[src/rtl/gregorian_date_offset_and_day_number_macros.svh]
// Assertion macros for the Gregorian date offset block.
// Used by the top level only; needs no package.
`ifndef GREGORIAN_DATE_OFFSET_AND_DAY_NUMBER_MACROS_SVH
`define GREGORIAN_DATE_OFFSET_AND_DAY_NUMBER_MACROS_SVH

// Same-cycle implication, disabled during reset
`define GDO_ASSERT_NOW(label, clk, rst, ante, cons) \
   label: assert property (@(posedge clk) disable iff (rst) (ante) |-> (cons)) \
      else $error("gdo assertion failed");

// Next-cycle implication, disabled during reset
`define GDO_ASSERT_NEXT(label, clk, rst, ante, cons) \
   label: assert property (@(posedge clk) disable iff (rst) (ante) |=> (cons)) \
      else $error("gdo assertion failed");

`endif

[src/rtl/gdo_pkg.sv]
// Shared widths, constants, types and calendar functions of the date block.
// No dependencies; used by every other file but the macros header.
package gdo_pkg;

   localparam int YEAR_W   = 14;
   localparam int MONTH_W  = 4;
   localparam int DAY_W    = 5;
   localparam int OFFSET_W = 16;
   localparam int SERIAL_W = 22;
   localparam int SUM_W    = 24;

   localparam int QUEUE_DEPTH = 2;

   localparam logic [YEAR_W-1:0]   YEAR_MIN   = 14'd1;
   localparam logic [YEAR_W-1:0]   YEAR_MAX   = 14'd9999;
   localparam logic [SERIAL_W-1:0] SERIAL_MIN = 22'd1;
   localparam logic [SERIAL_W-1:0] SERIAL_MAX = 22'd3652059;

   // Month numbers
   localparam logic [MONTH_W-1:0] MON_JAN = 4'd1;
   localparam logic [MONTH_W-1:0] MON_FEB = 4'd2;
   localparam logic [MONTH_W-1:0] MON_APR = 4'd4;
   localparam logic [MONTH_W-1:0] MON_JUN = 4'd6;
   localparam logic [MONTH_W-1:0] MON_SEP = 4'd9;
   localparam logic [MONTH_W-1:0] MON_NOV = 4'd11;
   localparam logic [MONTH_W-1:0] MON_DEC = 4'd12;

   // Calendar constants
   localparam logic [8:0]  DAYS_PER_YEAR = 9'd365;
   localparam logic [10:0] DAYS_PER_4Y   = 11'd1461;
   localparam logic [15:0] DAYS_PER_100Y = 16'd36524;
   localparam logic [17:0] DAYS_PER_400Y = 18'd146097;
   localparam logic [6:0]  YEARS_CENTURY = 7'd100;
   localparam logic [8:0]  YEARS_400     = 9'd400;
   localparam logic [4:0]  Q4_LAST       = 5'd24;
   localparam logic [1:0]  Q_LAST        = 2'd3;

   // Reciprocal of 100: exact floor for any 14-bit value
   localparam logic [12:0] RECIP100    = 13'd5243;
   localparam int          RECIP_SHIFT = 19;
   localparam int          QY_W        = 7;

   // Days before the first of each month in a common year
   localparam logic [8:0] DAYS_BEFORE [12] =
      '{9'd0, 9'd31, 9'd59, 9'd90, 9'd120, 9'd151,
        9'd181, 9'd212, 9'd243, 9'd273, 9'd304, 9'd334};

   // Queue entry: clamped serial day and range flag
   typedef struct packed {
      logic [SERIAL_W-1:0] serial;
      logic                range_error;
   } gdo_entry_type;

   function automatic logic [DAY_W-1:0] month_len(input logic [MONTH_W-1:0] mo,
                                                  input logic leap);
      logic [DAY_W-1:0] len;
      case (mo)
         MON_APR, MON_JUN, MON_SEP, MON_NOV: len = 5'd30;
         MON_FEB: len = leap ? 5'd29 : 5'd28;
         default: len = 5'd31;
      endcase
      return len;
   endfunction

endpackage

[src/rtl/gdo_if.sv]
// Handshake channels of the date block: request and response.
// Depends on gdo_pkg for field widths.
interface gdo_req_if;
   logic                                valid;
   logic                                ready;
   logic [gdo_pkg::YEAR_W-1:0]          year_in;
   logic [gdo_pkg::MONTH_W-1:0]         month_in;
   logic [gdo_pkg::DAY_W-1:0]           day_in;
   logic signed [gdo_pkg::OFFSET_W-1:0] day_offset;

   modport source (output valid, year_in, month_in, day_in, day_offset, input ready);
   modport sink   (input valid, year_in, month_in, day_in, day_offset, output ready);
endinterface

interface gdo_rsp_if;
   logic                        valid;
   logic                        ready;
   logic [gdo_pkg::YEAR_W-1:0]   year_out;
   logic [gdo_pkg::MONTH_W-1:0]  month_out;
   logic [gdo_pkg::DAY_W-1:0]    day_out;
   logic [gdo_pkg::SERIAL_W-1:0] day_number;
   logic                        range_error;

   modport source (output valid, year_out, month_out, day_out, day_number, range_error,
                   input ready);
   modport sink   (input valid, year_out, month_out, day_out, day_number, range_error,
                   output ready);
endinterface

[src/rtl/gdo_front.sv]
// Front end: accepts a request item, clamps it and works out its serial day.
// Depends on gdo_pkg and gdo_req_if.
module gdo_front (
   input  logic                   clock,
   input  logic                   reset,
   gdo_req_if.sink                req_chan,
   output logic                   push_valid,
   input  logic                   push_ready,
   output gdo_pkg::gdo_entry_type push_entry
);
   import gdo_pkg::*;

   typedef enum logic [2:0] {F_IDLE, F_DIV, F_MUL, F_SUM, F_PUSH} front_state_type;

   front_state_type       state_ff;
   logic [YEAR_W-1:0]     y_ff, y_in;
   logic [MONTH_W-1:0]    m_ff, m_in;
   logic [DAY_W-1:0]      d_ff;
   logic signed [OFFSET_W-1:0] off_ff;
   logic [QY_W-1:0]       qy_ff, qy_in;
   logic [YEAR_W-1:0]     p_ff, p_in;
   logic [SERIAL_W-1:0]   p365_ff, p365_in;
   logic [QY_W-1:0]       pq_ff, pq_in;
   logic                  leap_ff, leap_in;
   gdo_entry_type         entry_ff, entry_in;

   logic [26:0]           prod_y;
   logic [YEAR_W-1:0]     ry;
   logic signed [SUM_W-1:0] t_p365, t_p4, t_pq, t_pq4, t_db, t_leap, t_d, t_off, t_sum;

   // Clamp incoming year and month
   always_comb begin
      y_in = req_chan.year_in;
      if (req_chan.year_in < YEAR_MIN) begin
         y_in = YEAR_MIN;
      end else if (req_chan.year_in > YEAR_MAX) begin
         y_in = YEAR_MAX;
      end
      m_in = req_chan.month_in;
      if (req_chan.month_in < MON_JAN) begin
         m_in = MON_JAN;
      end else if (req_chan.month_in > MON_DEC) begin
         m_in = MON_DEC;
      end
   end

   // Year divided by 100 through the reciprocal
   assign prod_y = 27'(y_ff) * 27'(RECIP100);
   assign qy_in  = prod_y[RECIP_SHIFT +: QY_W];

   // Remainder, leap flag, elapsed years and their day count
   assign ry      = y_ff - (14'(qy_ff) * 14'(YEARS_CENTURY));
   assign leap_in = (y_ff[1:0] == 2'b00) && ((ry != '0) || (qy_ff[1:0] == 2'b00));
   assign pq_in   = (ry == '0) ? (qy_ff - 7'd1) : qy_ff;
   assign p_in    = y_ff - 14'd1;
   assign p365_in = 22'(p_in) * 22'(DAYS_PER_YEAR);

   // Serial day of the shifted date, then clamp to the supported span
   always_comb begin
      t_p365 = SUM_W'(p365_ff);
      t_p4   = SUM_W'(p_ff[YEAR_W-1:2]);
      t_pq   = SUM_W'(pq_ff);
      t_pq4  = SUM_W'(pq_ff[QY_W-1:2]);
      t_db   = SUM_W'(DAYS_BEFORE[m_ff - 4'd1]);
      t_leap = SUM_W'(leap_ff && (m_ff > MON_FEB));
      t_d    = SUM_W'(d_ff);
      t_off  = SUM_W'(off_ff);
      t_sum  = t_p365 + t_p4 - t_pq + t_pq4 + t_db + t_leap + t_d + t_off;
      if (t_sum < $signed(SUM_W'(SERIAL_MIN))) begin
         entry_in.serial      = SERIAL_MIN;
         entry_in.range_error = 1'b1;
      end else if (t_sum > $signed(SUM_W'(SERIAL_MAX))) begin
         entry_in.serial      = SERIAL_MAX;
         entry_in.range_error = 1'b1;
      end else begin
         entry_in.serial      = t_sum[SERIAL_W-1:0];
         entry_in.range_error = 1'b0;
      end
   end

   // Sequence one item through divide, multiply, sum and push
   always_ff @(posedge clock) begin
      if (reset) begin
         state_ff <= F_IDLE;
      end else begin
         case (state_ff)
            F_IDLE: begin
               if (req_chan.valid) begin
                  y_ff     <= y_in;
                  m_ff     <= m_in;
                  d_ff     <= req_chan.day_in;
                  off_ff   <= req_chan.day_offset;
                  state_ff <= F_DIV;
               end
            end
            F_DIV: begin
               qy_ff    <= qy_in;
               state_ff <= F_MUL;
            end
            F_MUL: begin
               p_ff     <= p_in;
               p365_ff  <= p365_in;
               pq_ff    <= pq_in;
               leap_ff  <= leap_in;
               state_ff <= F_SUM;
            end
            F_SUM: begin
               entry_ff <= entry_in;
               state_ff <= F_PUSH;
            end
            F_PUSH: begin
               if (push_ready) begin
                  state_ff <= F_IDLE;
               end
            end
            default: state_ff <= F_IDLE;
         endcase
      end
   end

   assign req_chan.ready = (state_ff == F_IDLE);
   assign push_valid     = (state_ff == F_PUSH);
   assign push_entry     = entry_ff;

endmodule

[src/rtl/gdo_queue.sv]
// Short register queue between front and back ends.
// Depends on gdo_pkg for the entry type.
module gdo_queue #(
   parameter int DEPTH = gdo_pkg::QUEUE_DEPTH
) (
   input  logic                   clock,
   input  logic                   reset,
   input  logic                   push_valid,
   output logic                   push_ready,
   input  gdo_pkg::gdo_entry_type push_entry,
   output logic                   pop_valid,
   input  logic                   pop_ready,
   output gdo_pkg::gdo_entry_type pop_entry
);
   import gdo_pkg::*;

   localparam int PTR_W = (DEPTH > 1) ? $clog2(DEPTH) : 1;
   localparam int CNT_W = $clog2(DEPTH + 1);

   gdo_entry_type    store_ff [DEPTH];
   logic [PTR_W-1:0] wr_ptr_ff, rd_ptr_ff;
   logic [CNT_W-1:0] count_ff;
   logic             push_fire, pop_fire;

   assign push_ready = (count_ff != CNT_W'(DEPTH));
   assign pop_valid  = (count_ff != '0);
   assign push_fire  = push_valid && push_ready;
   assign pop_fire   = pop_valid && pop_ready;
   assign pop_entry  = store_ff[rd_ptr_ff];

   // Write entries
   always_ff @(posedge clock) begin
      if (push_fire) begin
         store_ff[wr_ptr_ff] <= push_entry;
      end
   end

   // Advance pointers and fill count
   always_ff @(posedge clock) begin
      if (reset) begin
         wr_ptr_ff <= '0;
         rd_ptr_ff <= '0;
         count_ff  <= '0;
      end else begin
         if (push_fire) begin
            wr_ptr_ff <= (wr_ptr_ff == PTR_W'(DEPTH - 1)) ? '0 : wr_ptr_ff + 1'b1;
         end
         if (pop_fire) begin
            rd_ptr_ff <= (rd_ptr_ff == PTR_W'(DEPTH - 1)) ? '0 : rd_ptr_ff + 1'b1;
         end
         if (push_fire && !pop_fire) begin
            count_ff <= count_ff + 1'b1;
         end else if (pop_fire && !push_fire) begin
            count_ff <= count_ff - 1'b1;
         end
      end
   end

endmodule

[src/rtl/gdo_back.sv]
// Back end: splits a serial day into year, month and day by repeated subtraction.
// Depends on gdo_pkg and gdo_rsp_if.
module gdo_back (
   input  logic                   clock,
   input  logic                   reset,
   input  logic                   pop_valid,
   output logic                   pop_ready,
   input  gdo_pkg::gdo_entry_type pop_entry,
   gdo_rsp_if.source              rsp_chan
);
   import gdo_pkg::*;

   typedef enum logic [2:0] {B_IDLE, B_Q400, B_Q100, B_Q4, B_Q1, B_MON, B_HOLD}
      back_state_type;

   back_state_type      state_ff;
   logic [SERIAL_W-1:0] n_ff;
   logic [SERIAL_W-1:0] t_ff;
   logic                err_ff;
   logic [YEAR_W-1:0]   year_ff;
   logic [MONTH_W-1:0]  mo_ff;
   logic [1:0]          q100_ff, q1_ff;
   logic [4:0]          q4_ff;
   logic                leap;
   logic [DAY_W-1:0]    mlen;

   // Leap year of the current year from the cycle counts
   assign leap = (q1_ff == Q_LAST) && ((q4_ff != Q4_LAST) || (q100_ff == Q_LAST));
   assign mlen = month_len(mo_ff, leap);

   // Walk 400-year, 100-year, 4-year, 1-year spans, then months
   always_ff @(posedge clock) begin
      if (reset) begin
         state_ff <= B_IDLE;
      end else begin
         case (state_ff)
            B_IDLE: begin
               if (pop_valid) begin
                  n_ff     <= pop_entry.serial - 22'd1;
                  t_ff     <= pop_entry.serial;
                  err_ff   <= pop_entry.range_error;
                  year_ff  <= YEAR_MIN;
                  mo_ff    <= MON_JAN;
                  q100_ff  <= '0;
                  q4_ff    <= '0;
                  q1_ff    <= '0;
                  state_ff <= B_Q400;
               end
            end
            B_Q400: begin
               if (n_ff >= SERIAL_W'(DAYS_PER_400Y)) begin
                  n_ff    <= n_ff - SERIAL_W'(DAYS_PER_400Y);
                  year_ff <= year_ff + YEAR_W'(YEARS_400);
               end else begin
                  state_ff <= B_Q100;
               end
            end
            B_Q100: begin
               if ((q100_ff != Q_LAST) && (n_ff >= SERIAL_W'(DAYS_PER_100Y))) begin
                  n_ff    <= n_ff - SERIAL_W'(DAYS_PER_100Y);
                  year_ff <= year_ff + YEAR_W'(YEARS_CENTURY);
                  q100_ff <= q100_ff + 2'd1;
               end else begin
                  state_ff <= B_Q4;
               end
            end
            B_Q4: begin
               if (n_ff >= SERIAL_W'(DAYS_PER_4Y)) begin
                  n_ff    <= n_ff - SERIAL_W'(DAYS_PER_4Y);
                  year_ff <= year_ff + 14'd4;
                  q4_ff   <= q4_ff + 5'd1;
               end else begin
                  state_ff <= B_Q1;
               end
            end
            B_Q1: begin
               if ((q1_ff != Q_LAST) && (n_ff >= SERIAL_W'(DAYS_PER_YEAR))) begin
                  n_ff    <= n_ff - SERIAL_W'(DAYS_PER_YEAR);
                  year_ff <= year_ff + 14'd1;
                  q1_ff   <= q1_ff + 2'd1;
               end else begin
                  state_ff <= B_MON;
               end
            end
            B_MON: begin
               if ((mo_ff < MON_DEC) && (n_ff >= SERIAL_W'(mlen))) begin
                  n_ff  <= n_ff - SERIAL_W'(mlen);
                  mo_ff <= mo_ff + 4'd1;
               end else begin
                  state_ff <= B_HOLD;
               end
            end
            B_HOLD: begin
               if (rsp_chan.ready) begin
                  state_ff <= B_IDLE;
               end
            end
            default: state_ff <= B_IDLE;
         endcase
      end
   end

   assign pop_ready            = (state_ff == B_IDLE);
   assign rsp_chan.valid       = (state_ff == B_HOLD);
   assign rsp_chan.year_out    = year_ff;
   assign rsp_chan.month_out   = mo_ff;
   assign rsp_chan.day_out     = n_ff[DAY_W-1:0] + 5'd1;
   assign rsp_chan.day_number  = t_ff;
   assign rsp_chan.range_error = err_ff;

endmodule

[src/rtl/gregorian_date_offset_and_day_number.sv]
// Gregorian date offset and serial day number: adds a signed day count to a
// date and returns the normalised date, its serial day and a range flag.
//
// Request channel req_chan carries year_in, month_in, day_in and day_offset;
// response channel rsp_chan carries year_out, month_out, day_out, day_number
// and range_error. An item moves when valid and ready are both high.
// The front end steps each item through accept, divide by 100 through a
// reciprocal, multiply by 365, sum and clamp, and push into a short queue,
// taking no new item until it has pushed the last. The back end pops an
// entry and splits its serial day by compare-and-subtract steps, 400-, 100-,
// 4- and 1-year spans, then months, one step a cycle, and pops no new entry
// until its response is taken; that walk sets the rate. The front keeps
// accepting while a response waits; a stalled receiver holds the response
// stable, the queue then fills and req_chan.ready drops. Synchronous reset
// empties the queue and returns both ends to idle; there is no other state.
module gregorian_date_offset_and_day_number #(
   parameter int QUEUE_DEPTH = gdo_pkg::QUEUE_DEPTH
) (
   input  logic      clock,
   input  logic      reset,
   gdo_req_if.sink   req_chan,
   gdo_rsp_if.source rsp_chan
);
   import gdo_pkg::*;
   `include "gregorian_date_offset_and_day_number_macros.svh"

   logic          push_valid, push_ready, pop_valid, pop_ready;
   gdo_entry_type push_entry, pop_entry;
   logic          serial_at_end, date_in_calendar;

   gdo_front u_front (
      .clock      (clock),
      .reset      (reset),
      .req_chan   (req_chan),
      .push_valid (push_valid),
      .push_ready (push_ready),
      .push_entry (push_entry)
   );

   gdo_queue #(.DEPTH(QUEUE_DEPTH)) u_queue (
      .clock      (clock),
      .reset      (reset),
      .push_valid (push_valid),
      .push_ready (push_ready),
      .push_entry (push_entry),
      .pop_valid  (pop_valid),
      .pop_ready  (pop_ready),
      .pop_entry  (pop_entry)
   );

   gdo_back u_back (
      .clock     (clock),
      .reset     (reset),
      .pop_valid (pop_valid),
      .pop_ready (pop_ready),
      .pop_entry (pop_entry),
      .rsp_chan  (rsp_chan)
   );

   // Terms for the result checks
   assign serial_at_end    = (rsp_chan.day_number == SERIAL_MIN) ||
                             (rsp_chan.day_number == SERIAL_MAX);
   assign date_in_calendar = (rsp_chan.month_out >= MON_JAN) &&
                             (rsp_chan.month_out <= MON_DEC) && (rsp_chan.day_out != '0);

   // Front holds a pending entry until the queue takes it
   `GDO_ASSERT_NEXT(a_push_hold, clock, reset, push_valid && !push_ready, push_valid)
   // Back only pops when no response is outstanding
   `GDO_ASSERT_NOW(a_pop_idle, clock, reset, pop_valid && pop_ready, !rsp_chan.valid)
   // A flagged result sits at one end of the span
   `GDO_ASSERT_NOW(a_err_sat, clock, reset, rsp_chan.valid && rsp_chan.range_error, serial_at_end)
   // Result month and day stay in the calendar
   `GDO_ASSERT_NOW(a_date_ok, clock, reset, rsp_chan.valid, date_in_calendar)

endmodule
[src/flat_wrapper.sv]
// flat-port wrapper written by rule: the top's interface ports become plain ports
module gregorian_date_offset_and_day_number_flat import gdo_pkg::*;
#(
   parameter int QUEUE_DEPTH = gdo_pkg::QUEUE_DEPTH
)
  (clock, reset, req_chan_valid, req_chan_year_in, req_chan_month_in, req_chan_day_in, req_chan_day_offset, req_chan_ready, rsp_chan_valid, rsp_chan_year_out, rsp_chan_month_out, rsp_chan_day_out, rsp_chan_day_number, rsp_chan_range_error, rsp_chan_ready);
  gdo_req_if req_chan_i ();
  gdo_rsp_if rsp_chan_i ();
  input  logic clock;
  input  logic reset;
  input wire logic [$bits(req_chan_i.valid)-1:0] req_chan_valid;
  input wire logic [$bits(req_chan_i.year_in)-1:0] req_chan_year_in;
  input wire logic [$bits(req_chan_i.month_in)-1:0] req_chan_month_in;
  input wire logic [$bits(req_chan_i.day_in)-1:0] req_chan_day_in;
  input wire logic [$bits(req_chan_i.day_offset)-1:0] req_chan_day_offset;
  output wire logic [$bits(req_chan_i.ready)-1:0] req_chan_ready;
  output wire logic [$bits(rsp_chan_i.valid)-1:0] rsp_chan_valid;
  output wire logic [$bits(rsp_chan_i.year_out)-1:0] rsp_chan_year_out;
  output wire logic [$bits(rsp_chan_i.month_out)-1:0] rsp_chan_month_out;
  output wire logic [$bits(rsp_chan_i.day_out)-1:0] rsp_chan_day_out;
  output wire logic [$bits(rsp_chan_i.day_number)-1:0] rsp_chan_day_number;
  output wire logic [$bits(rsp_chan_i.range_error)-1:0] rsp_chan_range_error;
  input wire logic [$bits(rsp_chan_i.ready)-1:0] rsp_chan_ready;
  assign req_chan_i.valid = req_chan_valid;
  assign req_chan_i.year_in = req_chan_year_in;
  assign req_chan_i.month_in = req_chan_month_in;
  assign req_chan_i.day_in = req_chan_day_in;
  assign req_chan_i.day_offset = req_chan_day_offset;
  assign req_chan_ready = req_chan_i.ready;
  assign rsp_chan_valid = rsp_chan_i.valid;
  assign rsp_chan_year_out = rsp_chan_i.year_out;
  assign rsp_chan_month_out = rsp_chan_i.month_out;
  assign rsp_chan_day_out = rsp_chan_i.day_out;
  assign rsp_chan_day_number = rsp_chan_i.day_number;
  assign rsp_chan_range_error = rsp_chan_i.range_error;
  assign rsp_chan_i.ready = rsp_chan_ready;
  gregorian_date_offset_and_day_number #(.QUEUE_DEPTH(QUEUE_DEPTH)) u_core (.clock(clock), .reset(reset), .req_chan(req_chan_i), .rsp_chan(rsp_chan_i));
endmodule
[config.mk]
export PLATFORM = sky130hd
export DESIGN_NAME = gregorian_date_offset_and_day_number_flat
export DESIGN_NICKNAME = d
export VERILOG_FILES = /design/src/rtl/gdo_pkg.sv /design/src/rtl/gdo_if.sv /design/src/rtl/gdo_front.sv /design/src/rtl/gdo_queue.sv /design/src/rtl/gdo_back.sv /design/src/rtl/gregorian_date_offset_and_day_number.sv /design/src/flat_wrapper.sv
export VERILOG_INCLUDE_DIRS = /design/src /design/src/rtl
export SDC_FILE = /design/constraint.sdc
export NUM_CORES = 1
export LEC_CHECK = 0
export BUFFER_PORTS_ARGS = -buffer_cell sky130_fd_sc_hd__buf_2
export CORE_MARGIN = 5
export CORE_UTILIZATION = 45
export CTS_CLUSTER_SIZE = 28
export DETAILED_ROUTE_END_ITERATION = 12
export SLEW_MARGIN = 0
export SYNTH_ARGS = -nofsm -noshare
export SYNTH_HDL_FRONTEND = slang
export SYNTH_HIERARCHICAL = 1
export SYNTH_SLANG_ARGS = --single-unit
[constraint.sdc]
create_clock -name clock -period 15 [get_ports clock]
set_clock_uncertainty 0.15 [all_clocks]
set_input_delay 3 -clock clock [delete_from_list [all_inputs] [get_ports clock]]
set_output_delay 3 -clock clock [all_outputs]
set_load 0.01 [all_outputs]
## After elaboration in Yosys (flattened, before gate mapping)

Memories as Yosys holds them, arrays and structs flattened. A register that Yosys moved wholly into a read port is not among the register bits.
Cells that the tools add are included.

- Register bits after elaboration: 195
- Memory bits (writable): 46
- ROM bits: 144
- Word-level logic and storage cells: 209
- Memories: 2

Memory list:

| name | depth | width | read ports | clocked after Yosys merged registers in | wr ports | line | source |
|---|---|---|---|---|---|---|---|
| (no name shown) | 16 | 9 | 1 | 0 | 0 | gdo_front.sv:64 | `t_db = SUM_W'(DAYS_BEFORE[m_ff - 4'd1]);` |
| u_core.u_queue.store_ff | 2 | 23 | 1 | 1 | 1 | gdo_queue.sv:20 | `gdo_entry_type store_ff [DEPTH];` |

- Add/sub/neg operators: 30
- $mul: 3
- Magnitude comparators: 14
- Equal/unequal tests: 35
- Multiplexer cells: 51
- Bitwise gates (word level): 2
- Reduce and logical (&&, ||, !) cells: 45

Operators by type and width:

| operator | number |
|---|---|
| $mux W22 | 6 |
| $pmux W22 S6 | 1 |
| $mux W14 | 6 |
| $pmux W14 S5 | 1 |
| $add A24 B6 Y24 | 2 |
| $ne A2 B2 Y1 const B | 15 |
| $mux W3 | 9 |
| $mul A14 B13 Y26 const B | 1 |
| $add A24 B10 Y24 | 1 |
| $add A24 B16 Y24 | 1 |
| $add A24 B2 Y24 | 1 |
| $gt A24 B23 Y1 const B | 1 |
| $lt A24 B2 Y1 const B | 1 |
| $sub A23 B7 Y24 | 1 |
| $add A22 B12 Y23 | 1 |
| $mux W23 | 1 |
| $ge A22 B11 Y1 const B | 1 |
| $ge A22 B16 Y1 const B | 1 |
| $ge A22 B18 Y1 const B | 1 |
| $ge A22 B5 Y1 | 1 |
| $ge A22 B9 Y1 const B | 1 |
| $mul A14 B9 Y22 const B | 1 |
| $sub A22 B1 Y22 const B | 1 |
| $sub A22 B11 Y22 const B | 1 |
| 64 further kinds | 123 |

## Logic depth before layout (Yosys ltp)

Gate-level depths: netlist of run 1.

- Depth in word-level cells: 11
- Gate-level depth with buffers: 25
- Mapped depth without buffers: 23

## Modules after synthesis

Netlist of run 1, hierarchy kept.

Modules (own cells, without submodules):

| module | instances | cells an instance | area each (sq um) | sequential area each (sq um) |
|---|---|---|---|---|
| gdo_front | 1 | 1412 | 14607.8 | 3393.3 |
| gdo_back | 1 | 828 | 6782.8 | 2222.1 |
| gdo_queue | 1 | 95 | 1873.0 | 1481.4 |

## Worst setup path before layout of run 1

Ideal clock, no wire load.

- Path type: in2reg
- Start: input reset
- End: register u_core.u_front.leap_ff, enable pin
- Arrival time: 5.945 ns
- Data required time: 14.355 ns
- Slack: 8.411 ns
- Cell stages on the path: 1
- Path buffers: 0
- Path through: nor3_1

- Longest elaborated chain between the ends: 2

RTL lines:

| element | line | source |
|---|---|---|
| start, declared | flat_wrapper.sv:10 | `input logic reset;` |
| $not A1 Y1 (no source line) | n/a |  |
| $reduce_and A2 Y1 (no source line) | n/a |  |
| end signal, assigned | gdo_front.sv:104 | `leap_ff <= leap_in;` |
| end, declared | gdo_front.sv:24 | `logic leap_ff, leap_in;` |

No other way between the ends.
A chain may end at the register's enable or synchronous reset.

## Worst setup path after layout of run 1

- Start: register u_core.u_front.m_ff[2]
- End: register u_core.u_front.entry_ff (netlist bit u_core/u_front/push_entry[1]) (data pin)

- Longest elaborated chain between the ends: 11
- Elaborated cells between the ends (all ways): 14
- Those cells by class: add/sub: 5; order compare: 3; mux: 2; bitwise: 1; reduce/logical: 2; memory: 1

RTL lines:

| element | line | source |
|---|---|---|
| start, declared | gdo_front.sv:17 | `logic [MONTH_W-1:0] m_ff, m_in;` |
| start signal, assigned | gdo_front.sv:90 | `m_ff <= m_in;` |
| $sub A4 B1 Y4 | gdo_front.sv:64 |  |
| $not A4 Y5 (implied by the code) | gdo_front.sv:64 |  |
| $mem_v2 Z16 W9 | n/a |  |
| $mux W9 (implied by the code) (2 in a row) | gdo_front.sv:64 |  |
| $add A24 B10 Y24 | gdo_front.sv:68 | `t_sum = t_p365 + t_p4 - t_pq + t_pq4 + t_db + t_leap + t_d + t_off;` |
| $add A24 B2 Y24 * | gdo_front.sv:68 |  |
| $add A24 B6 Y24 * | gdo_front.sv:68 |  |
| $add A24 B16 Y24 * | gdo_front.sv:68 |  |
| $lt A24 B2 Y1 / $gt A24 B23 Y1 (equally long branches) | gdo_front.sv:69, gdo_front.sv:72 |  |
| $reduce_or A2 Y1 (no source line) | n/a |  |
| end signal, assigned | gdo_front.sv:108 | `entry_ff <= entry_in;` |
| end, declared | gdo_front.sv:25 | `gdo_entry_type entry_ff, entry_in;` |

Mark *: on every way between the ends. The rest lies on a longest branch, timed or not. The select of a mux whose other input is x is not followed.

==> results by stage, run 1 <==
CTS:
- The TritonCTS clock tree is yes.
- No sink is reached through more buffers than the 3 on the longest clock path.
- Counting every sink on the clock net gives 240.
- The clock tree root driver cell is sky130_fd_sc_hd__clkbuf_16.
- Buffers inserted during clock tree synthesis total 30.
- The clock latency on the worst-skew pair is roughly 0.60 ns.
- In this run the number of H-tree levels came out at 1.
- After clock tree synthesis, the repair step resized 0 gates.
- The post-cts hold buffer count is 0.
- The CTS clock-pin slew for the worst setup and hold paths is about 0.06 ns.
- The post-CTS setup-driven buffer insertion count is 0.

Floorplan:
- In this run the vertical extent of the chip is 237 um.
- For this design the top-level I/O count stands at ~90.
- The floorplan has 83 rows.
- The placeable core region is 51300 um2.
- The horizontal extent of the die is around 240 um.
- The floorplan step defined a die boundary enclosing 56300 um2.
- The starting utilization of the core area is between 40 and 50%.

Worst setup path:
- The arrival time at the worst endpoint is 7.01 ns.
- The largest fanout of any net on the critical path is 17.
- The critical path launch point type is a register.
- STA classifies the critical path endpoint as a register.
- STA puts the critical path data required time at 15.19 ns.
- The setup path with the least slack is of type reg -> reg.

Placement:
- Input and output buffers added on the ports amount to 90.
- The estimated wirelength of the detail-placed design is approximately 46000 um.
- The placed cell area is 24400 um2.
- At the end of routability-driven placement, the weighted congestion stood at between 0.9 and 1.

STA:
- The part of the cycle the worst path needs is between 40 and 50%.
- The setup TNS is 0 ns.
- The final count of hold timing violations came to 0.
- Static timing analysis puts the maximum clock frequency at ~0.15 GHz.
- The tightest hold path in the finished design has a slack of 0.295 ns.
- In this run the tightest slew margin relative to its limit is between 10% and 20%.
- Setup repair after global routing left no endpoint under its margin.
- The final number of max-transition violations came to 0.
- The total setup violations reported at the end of the flow is 0.
- For the finished layout, the period the worst path requires is ~7 ns.
- The pin slew with the least headroom to its limit is roughly 1.2 ns.

Power and ir drop:
- The leakage power summed over all cells is 11.0 nW.
- Power spread over the standard cell area amounts to 186 nW/um2.
- The worst-case vdd ir drop is approximately 0.096 mV.
- The overall power consumption is ~4.7 mW.

GRT:
- The number of global-route vias before repair is ~18000.
- The initial antenna violation count is 0.
- The remaining global-route overflow is 0.
- Entering global routing, the biggest net connects 44 pins.
- The global-route wire length before repair is approximately 94000 um.
- The total global-route track usage is 20.4%.

Yosys:
- The largest total area in the synthesized netlist belongs to sky130_fd_sc_hd__edfxtp_1.
- The number of nets in the synthesized netlist is 2838.
- The area share of the largest cell type after synthesis is 29.6%.
- Among all flip-flop cells after synthesis, the most frequent one is sky130_fd_sc_hd__edfxtp_1.
- In the post-synthesis netlist, the biggest area contributors are sky130_fd_sc_hd__edfxtp_1, sky130_fd_sc_hd__ha_1, sky130_fd_sc_hd__fa_1.
- The mean instance size in the synthesized netlist is ~10 um2.
- The part of the Yosys area used for sequential elements is about 31%.
- The number of enable flip-flop cells after synthesis is between 200 and 250.
- Synthesis produced a netlist whose cell count is 2335.
- Counting flops with an async set or reset pin after synthesis yields a share of 0%.
- Counting flops and latches in the post-synthesis netlist gives between 200 and 250.
- Counting distinct cell types in the post-synthesis netlist gives 91.
- During synthesis, Yosys emitted a total of 6 warnings.
- The summed instance area of the synthesized netlist is approximately 23000 um2.

Cells and area:
- The final core utilization is 49.8%.
- The number of antenna diodes in the final layout is 0.
- The fill cell instance count of the final layout is around 4800.
- The final design area excluding fillers is between 20000 and 30000 um2.
- The combined area of the multi-input logic cells is about 15000 um2.
- The final net count is roughly 2900.
- Relative to the synthesized area, the layout overhead comes to 9.73%.
- In the final layout, the share of cells above drive strength 1 is a little under a tenth.
- Summing all flip-flop and latch instances after layout gives between 7000 and 8000 um2.

Drt:
- Detailed routing inserted a total of ~18000 vias.
- For this run, the detailed router's first-pass iteration total came to 6.
- The final layout contains routed wiring with a total length of about 59000 um.
- The count of nets left with antenna violations after detail routing is 0.
- The average via count per standard cell is 5.66.
- The post-detailed-route wirelength per cell is between 15 and 20 um.
- The initial detailed-routing violation count is approximately 1300.
- The final routed DRC violation total is 0.

Flow run:
- The tool flagged a number of max-cap violations equal to 0.

Status:
- The run finished with clean final reports.

Hold path:
- The path class of the tightest hold or removal check is reg -> reg.
-- routing by layer --
| layer | track usage, % | up-vias | wire [um] |
|---|---|---|---|
| met5 | 0 | - | 0 |
| met3 | 2.67 | 122 | 3060 |
| met2 | 35.2 | 534 | 28700 |
| met1 | 26.6 | 8474 | 25100 |
| met4 | 6.91 | 0 | 2300 |
| li1 | - | 8391 | - |
-- power breakdown --
group	internal, mW	switching [mW]
Clock	0.525	0.306
Sequential	0.926	0.149
Combinational	1.15	1.69
Total	2.60	2.14
-- stage by stage --
stage               worst slack, ns  instances
global placement               8.34       3039
detailed placement             8.25       3039
floorplan                      8.41       2335
finish                         8.18       3093
global route                   7.59       3093
CTS                            8.21       3093
-- Yosys cell counts, types with 22 or more instances --
cell	number
sky130_fd_sc_hd__a21o_1	29
sky130_fd_sc_hd__and3_1	22
sky130_fd_sc_hd__nor2_1	133
sky130_fd_sc_hd__xnor2_1	81
sky130_fd_sc_hd__inv_1	340
sky130_fd_sc_hd__mux2_2	24
sky130_fd_sc_hd__clkbuf_1	65
sky130_fd_sc_hd__nand4_1	23
sky130_fd_sc_hd__edfxtp_1	229
sky130_fd_sc_hd__nor3_1	52
sky130_fd_sc_hd__nand2b_1	27
sky130_fd_sc_hd__a21oi_1	123
sky130_fd_sc_hd__nand2_1	121
sky130_fd_sc_hd__nand3_1	59
sky130_fd_sc_hd__ha_1	313
sky130_fd_sc_hd__nor2b_1	22
sky130_fd_sc_hd__fa_1	147
sky130_fd_sc_hd__o21ai_0	93
sky130_fd_sc_hd__xor2_1	46
-- placed cells by master, fill, tap and decap left out, types with 29 or more instances in the layout --
| master | count |
|---|---|
| sky130_fd_sc_hd__a21oi_1 | 121 |
| sky130_fd_sc_hd__xor2_1 | 46 |
| sky130_fd_sc_hd__nor2_1 | 131 |
| sky130_fd_sc_hd__nand2_1 | 121 |
| sky130_fd_sc_hd__ha_1 | 313 |
| sky130_fd_sc_hd__nand3_1 | 59 |
| sky130_fd_sc_hd__clkbuf_16 | 30 |
| sky130_fd_sc_hd__xnor2_1 | 81 |
| sky130_fd_sc_hd__o21ai_0 | 93 |
| sky130_fd_sc_hd__nor3_1 | 50 |
| sky130_fd_sc_hd__inv_1 | 340 |
| sky130_fd_sc_hd__fa_1 | 147 |
| sky130_fd_sc_hd__edfxtp_1 | 229 |
| sky130_fd_sc_hd__a21o_1 | 29 |
| sky130_fd_sc_hd__buf_2 | 90 |
-- sequential cells by signal (all words and copies together), names as in the netlist, 3 cells and up, named ones only --
register / count
u_core/u_front/pq_ff: 7
u_core/u_front/p365_ff: 20
u_core/u_front/p_ff: 14
u_core/u_back/q4_ff: 5
u_core/u_back/n_ff: 22
u_core/u_front/state_ff: 3
u_core/u_back/rsp_chan.day_number: 22
u_core/u_back/rsp_chan.month_out: 4
u_core/u_front/push_entry: 23
u_core/u_front/y_ff: 14
u_core/u_back/rsp_chan.year_out: 14
u_core/u_front/m_ff: 4
u_core/u_front/d_ff: 5
u_core/u_queue/store_ff: 46
u_core/u_back/state_ff: 3
u_core/u_front/off_ff: 16
u_core/u_front/qy_ff: 7
-- layout make-up --
cell class              instances  share of cell area (%)
clock buffers                  31                    2.96
clock inverters                23                    1.55
inverters                     341                    5.01
multi-input cells            1668                    57.0
flip-flops and latches        240                    27.8
well taps                     680                    3.33
repair buffers                110                    2.35
-- worst max-delay path, cell delays in order (launching register included) --
cell	delay (ns)
sky130_fd_sc_hd__edfxtp_1	0.53
sky130_fd_sc_hd__nor3_1	0.28
sky130_fd_sc_hd__xor2_1	0.48
sky130_fd_sc_hd__nor2_1	0.12
sky130_fd_sc_hd__nand2_1	0.08
sky130_fd_sc_hd__o21ai_0	0.08
sky130_fd_sc_hd__ha_1	0.28
sky130_fd_sc_hd__inv_1	0.05
sky130_fd_sc_hd__fa_1	0.47
sky130_fd_sc_hd__fa_1	0.54
sky130_fd_sc_hd__inv_1	0.04
sky130_fd_sc_hd__ha_1	0.28
sky130_fd_sc_hd__ha_1	0.41
sky130_fd_sc_hd__and4_4	0.25
sky130_fd_sc_hd__o311ai_4	0.35
sky130_fd_sc_hd__a21boi_0	0.14
sky130_fd_sc_hd__o311ai_0	0.76
sky130_fd_sc_hd__a2111o_1	0.17
sky130_fd_sc_hd__a2111o_1	0.15
sky130_fd_sc_hd__and2_1	0.54
sky130_fd_sc_hd__or3b_1	0.40
-- cells by family (layout without fill, tap and decap cells) --
group	count (synthesis)	count (layout)	synth area share (%)
muxes	33	33	1.55
xor gates and xnor gates	127	127	4.78
adders and majority gates	460	460	29.5
AOI/OAI and AO/OA	483	483	14.2
and+or+nand+nor	565	565	12.4
buffers and inverters	427	505	7.08
DFF	240	240	30.5
-- final timing paths --
check | from | endpoint | slack [ns] | cells past startpoint
setup reg to reg | u_core/u_front/m_ff[2] | u_core/u_front/push_entry[1] | 8.18 | 20
hold / removal | u_core/u_front/push_entry[12] | u_core/u_queue/store_ff[1][12] | 0.29 | 0
hold reg to reg | u_core/u_front/push_entry[12] | u_core/u_queue/store_ff[1][12] | 0.29 | 0
setup / recovery | u_core/u_front/m_ff[2] | u_core/u_front/push_entry[1] | 8.18 | 20
Power figures use the tool's default switching activity.
==> inputs of run 2 (changes only) <==
- clock period: 15 -> 6.85 ns (I/O delays scaled with it)
==> run 2 against run 1 <==
Compared with the run above:
- via count about the same
- combinational power rose by 120%
- critical path type unchanged
- register-to-register slack got worse by 7.8 ns
- total power increased by 110%
==> results by stage, run 2 (synthesis gave the netlist of run 1 again) <==
CTS:
- The TritonCTS clock tree was yes (unchanged).
- The number of buffers on the longest clock path came to 3 (unchanged).
- The clock sink count is 240 (unchanged).
- The post-CTS setup-driven buffer insertion count came to 0 (unchanged).
- The clock tree root driver cell is sky130_fd_sc_hd__clkbuf_16 (unchanged).
- The CTS clock-pin slew for the worst setup and hold paths was 0.07 ns (was 0.06 ns).
- The number of buffers created by CTS is 30 (unchanged).
- The clock latency on the worst-skew pair is 0.60 ns (about the same).
- The maximum level of the CTS H-tree came to 1 (unchanged).

GRT:
- The global-route wire length before repair is 96000 um (was 94300 um).
- The total global-route track usage was 20.7% (was 20.4%).
- The maximum number of pins on one net before global-route repair is 44 (unchanged).
- The remaining global-route overflow is 0 (unchanged).
- The number of global-route vias before repair is 17800 (was 17500).
- The initial antenna violation count is 0 (unchanged).

STA:
- The final count of hold timing violations is 0 (unchanged).
- The final number of max-transition violations is 0 (unchanged).
- The pin slew with the least headroom to its limit is 1.29 ns (was 1.23 ns).
- The worst slew margin relative to its limit is 14.3% (was 17.9%).
- The setup TNS came to 0 ns (unchanged).
- RSZ-0062 raised after global routing: no (unchanged).
- The part of the cycle the worst path needs is 95.0% (was 45.5%).
- The final critical-path setup slack was 0.345 ns (was 8.18 ns).
- The total setup violations reported at the end of the flow is 0 (unchanged).
- The shortest period the worst path allows came to 6.50 ns (was 6.82 ns).
- The highest clock rate is 0.154 GHz (was 0.147 GHz).

Hold path:
- The source of the worst hold timing path was u_core/u_front/push_entry[19] (was u_core/u_front/push_entry[12]).
- The cell depth of the worst min-delay path was 0 (unchanged).
- The endpoint of the worst hold-timing path is u_core/u_queue/store_ff[0][19] (was u_core/u_queue/store_ff[1][12]).
- The type of the tightest min-delay check is reg -> reg (unchanged).

Floorplan:
- The die extent in y is 237 um (unchanged).
- The placeable core region came to 51300 um2 (unchanged).
- The floorplan die area came to 56300 um2 (unchanged).
- The starting utilization of the core area came to 45.3% (unchanged).
- The I/O pin total is 91 (unchanged).
- The number of rows created at floorplan is 83 (unchanged).
- The horizontal extent of the die was 237 um (unchanged).

Power and ir drop:
- The power density over cell area was 400 nW/um2 (was 186 nW/um2).
- The combinational share of power came to 61.6% (was 59.8%).
- The internal power came to 5.45 mW (was 2.60 mW).
- The relative contribution of the clock network to total power is 15.0% (was 17.5%).
- The worst-case vdd ir drop came to 0.191 mV (was 0.0965 mV).
- The total net switching power came to 4.73 mW (was 2.14 mW).
- The part of the total power dissipated in sequential elements is 23.4% (was 22.7%).
- The leakage power summed over all cells is 11.0 nW (about the same).
- The switching part of the total power is 46.5% (was 45.2%).

Cells and area:
- The fill cell instance count of the final layout is 4775 (was 4768).
- The fraction of final layout cells sized beyond drive strength 1 came to 10.1% (was 9.45%).
- The register with the most flip-flops was u_core/u_queue/store_ff (unchanged).
- The signed area change from the synthesized netlist to the final layout is 9.47% (was 9.73%).
- The leading cell type in the layout, fill and taps excluded is sky130_fd_sc_hd__inv_1 (unchanged).
- The count of antenna diodes in the layout is 0 (unchanged).
- Commonest cells after routing, fill and taps aside: sky130_fd_sc_hd__inv_1, sky130_fd_sc_hd__ha_1, sky130_fd_sc_hd__edfxtp_1 (unchanged).
- The final net count is 2906 (was 2894).
- The final non-filler cell total came to 3107 (was 3093).
- The combined area of the multi-input logic cells is 14600 um2 (was 14500 um2).
- The area taken by flip-flops and latches is 7100 um2 (unchanged).
- The number of flip-flops in the largest register is 46 (unchanged).
- The final core utilization is 49.6% (was 49.8%).
- The final design area excluding fillers is 25500 um2 (about the same).

Drt:
- The count of nets left with antenna violations after detail routing is 0 (unchanged).
- The count of vias placed by the detailed router came to 17500 (about the same).
- The wire length reported by the detailed router is 59500 um (was 59100 um).
- The final routed DRC violation total is 0 (unchanged).
- The average via count per standard cell was 5.64 (was 5.66).
- The initial detailed-routing violation count is 1336 (was 1327).
- The post-detailed-route wirelength per cell was 19.1 um (about the same).
- The length of the first detailed-routing pass in iterations was 6 (unchanged).

Worst setup path:
- The length in cells of the worst reg-to-reg path is 20 (unchanged).
- The endpoint of the worst register-to-register path is u_core/u_front/push_entry[3] (was u_core/u_front/push_entry[1]).
- The required time at the endpoint of the critical path was 7.02 ns (was 15.19 ns).
- The flop-to-flop setup slack is 0.35 ns (was 8.18 ns).
- The type of the worst setup path was reg -> reg (unchanged).
- The largest fanout of any net on the critical path is 17 (unchanged).
- The endpoint kind of the worst setup timing path is a register (unchanged).
- The reg-to-reg critical path startpoint is u_core/u_front/m_ff[0] (was u_core/u_front/m_ff[2]).
- The arrival time at the worst endpoint is 6.68 ns (was 7.01 ns).
- The critical path launch point type is a register (unchanged).

Placement:
- The routability congestion estimate was 0.954 (was 0.939).
- The cell count after placement is 3051 (was 3039).
- The estimated wirelength of the detail-placed design is 45800 um (was 45900 um).
- The worst slack after detailed placement is 0.144 ns (was 8.25 ns).
- The number of buffers inserted by port buffering is 90 (unchanged).
- The placed cell area came to 24500 um2 (was 24400 um2).

Status:
- Status: finished clean (unchanged).

Flow run:
- The count of maximum capacitance violations is 0 (unchanged).
## run 2: changes by cell type in the layout (fill, tap and decap cells not counted), moves of 2 or more
cell	change
sky130_fd_sc_hd__clkinv_2	+4
sky130_fd_sc_hd__clkinvlp_4	+2
sky130_fd_sc_hd__xor2_1	-2
sky130_fd_sc_hd__clkinv_1	+3
sky130_fd_sc_hd__xor2_2	+2
sky130_fd_sc_hd__buf_4	+12
sky130_fd_sc_hd__bufinv_16	-8
sky130_fd_sc_hd__a21oi_4	+2
sky130_fd_sc_hd__a21oi_2	-2
## run 2: how the worst max path moves through the flow
| stage | start | endpoint | cells after the start |
|---|---|---|---|
| after floorplan | u_core/u_front/m_ff[1] | u_core/u_front/push_entry[12] | 22 |
| after global placement | u_core/u_front/m_ff[1] | u_core/u_front/push_entry[1] | 20 |
| after detailed placement | u_core/u_front/m_ff[1] | u_core/u_front/push_entry[15] | 20 |
| after CTS | u_core/u_front/m_ff[1] | u_core/u_front/push_entry[3] | 20 |
| after global routing | u_core/u_front/m_ff[0] | u_core/u_front/push_entry[15] | 20 |
| final | u_core/u_front/m_ff[0] | u_core/u_front/push_entry[3] | 20 |
## run 2: worst max-delay path: stages (launching register included)
cell	delay, ns
sky130_fd_sc_hd__edfxtp_1	0.45
sky130_fd_sc_hd__inv_1	0.22
sky130_fd_sc_hd__ha_1	0.28
sky130_fd_sc_hd__xnor2_1	0.20
sky130_fd_sc_hd__fa_1	0.45
sky130_fd_sc_hd__fa_1	0.40
sky130_fd_sc_hd__fa_1	0.50
sky130_fd_sc_hd__fa_1	0.48
sky130_fd_sc_hd__inv_1	0.07
sky130_fd_sc_hd__ha_1	0.19
sky130_fd_sc_hd__inv_1	0.07
sky130_fd_sc_hd__fa_1	0.41
sky130_fd_sc_hd__nand2b_1	0.20
sky130_fd_sc_hd__a21o_1	0.27
sky130_fd_sc_hd__a21oi_4	0.22
sky130_fd_sc_hd__mux2i_1	0.23
sky130_fd_sc_hd__o211ai_1	0.13
sky130_fd_sc_hd__a2111o_1	0.38
sky130_fd_sc_hd__a2111o_1	0.44
sky130_fd_sc_hd__and2_2	0.32
sky130_fd_sc_hd__nor3b_1	0.18
## run 2: layout make-up
type                    count  share of cell area, %
clock inverters            24                  0.786
clock buffers              32                   2.98
inverters                 341                   5.03
flip-flops and latches    240                   27.9
well taps                 680                   3.34
repair buffers            122                   2.71
multi-input cells        1668                   57.3
## run 2: per-stage QoR
step / power (mW) / hold slack [ns]
2_1_floorplan: 7.06 / 0.271
3_3_place_gp: 8.49 / 0.273
6_report: 10.2 / 0.296
4_1_cts: 10.2 / 0.298
3_5_place_dp: 8.59 / 0.284
5_1_grt: 11.1 / 0.312
## run 2: routing by layer
layer,vias up,part of all wire [%],GRT usage (%)
met5,-,0,0
met4,0,3.3,5.88
met3,105,4.8,2.24
met2,497,48,35.3
met1,8483,44,28.1
li1,8423,-,-
## run 2: power groups by stage
stage          registers (mW)  clock network [mW]  logic [mW]
6_report                 2.38                1.53        6.27
5_1_grt                  2.41                1.63        7.07
4_1_cts                  2.37                1.58        6.26
3_5_place_dp             2.40                   0        6.20
3_3_place_gp             2.39                   0        6.10
2_1_floorplan            2.20                   0        4.85
## run 2: what timing repair did
item	CTS	global route
setup endpoints to repair	0	18
hold buffers	0	0
resized for setup	0	6
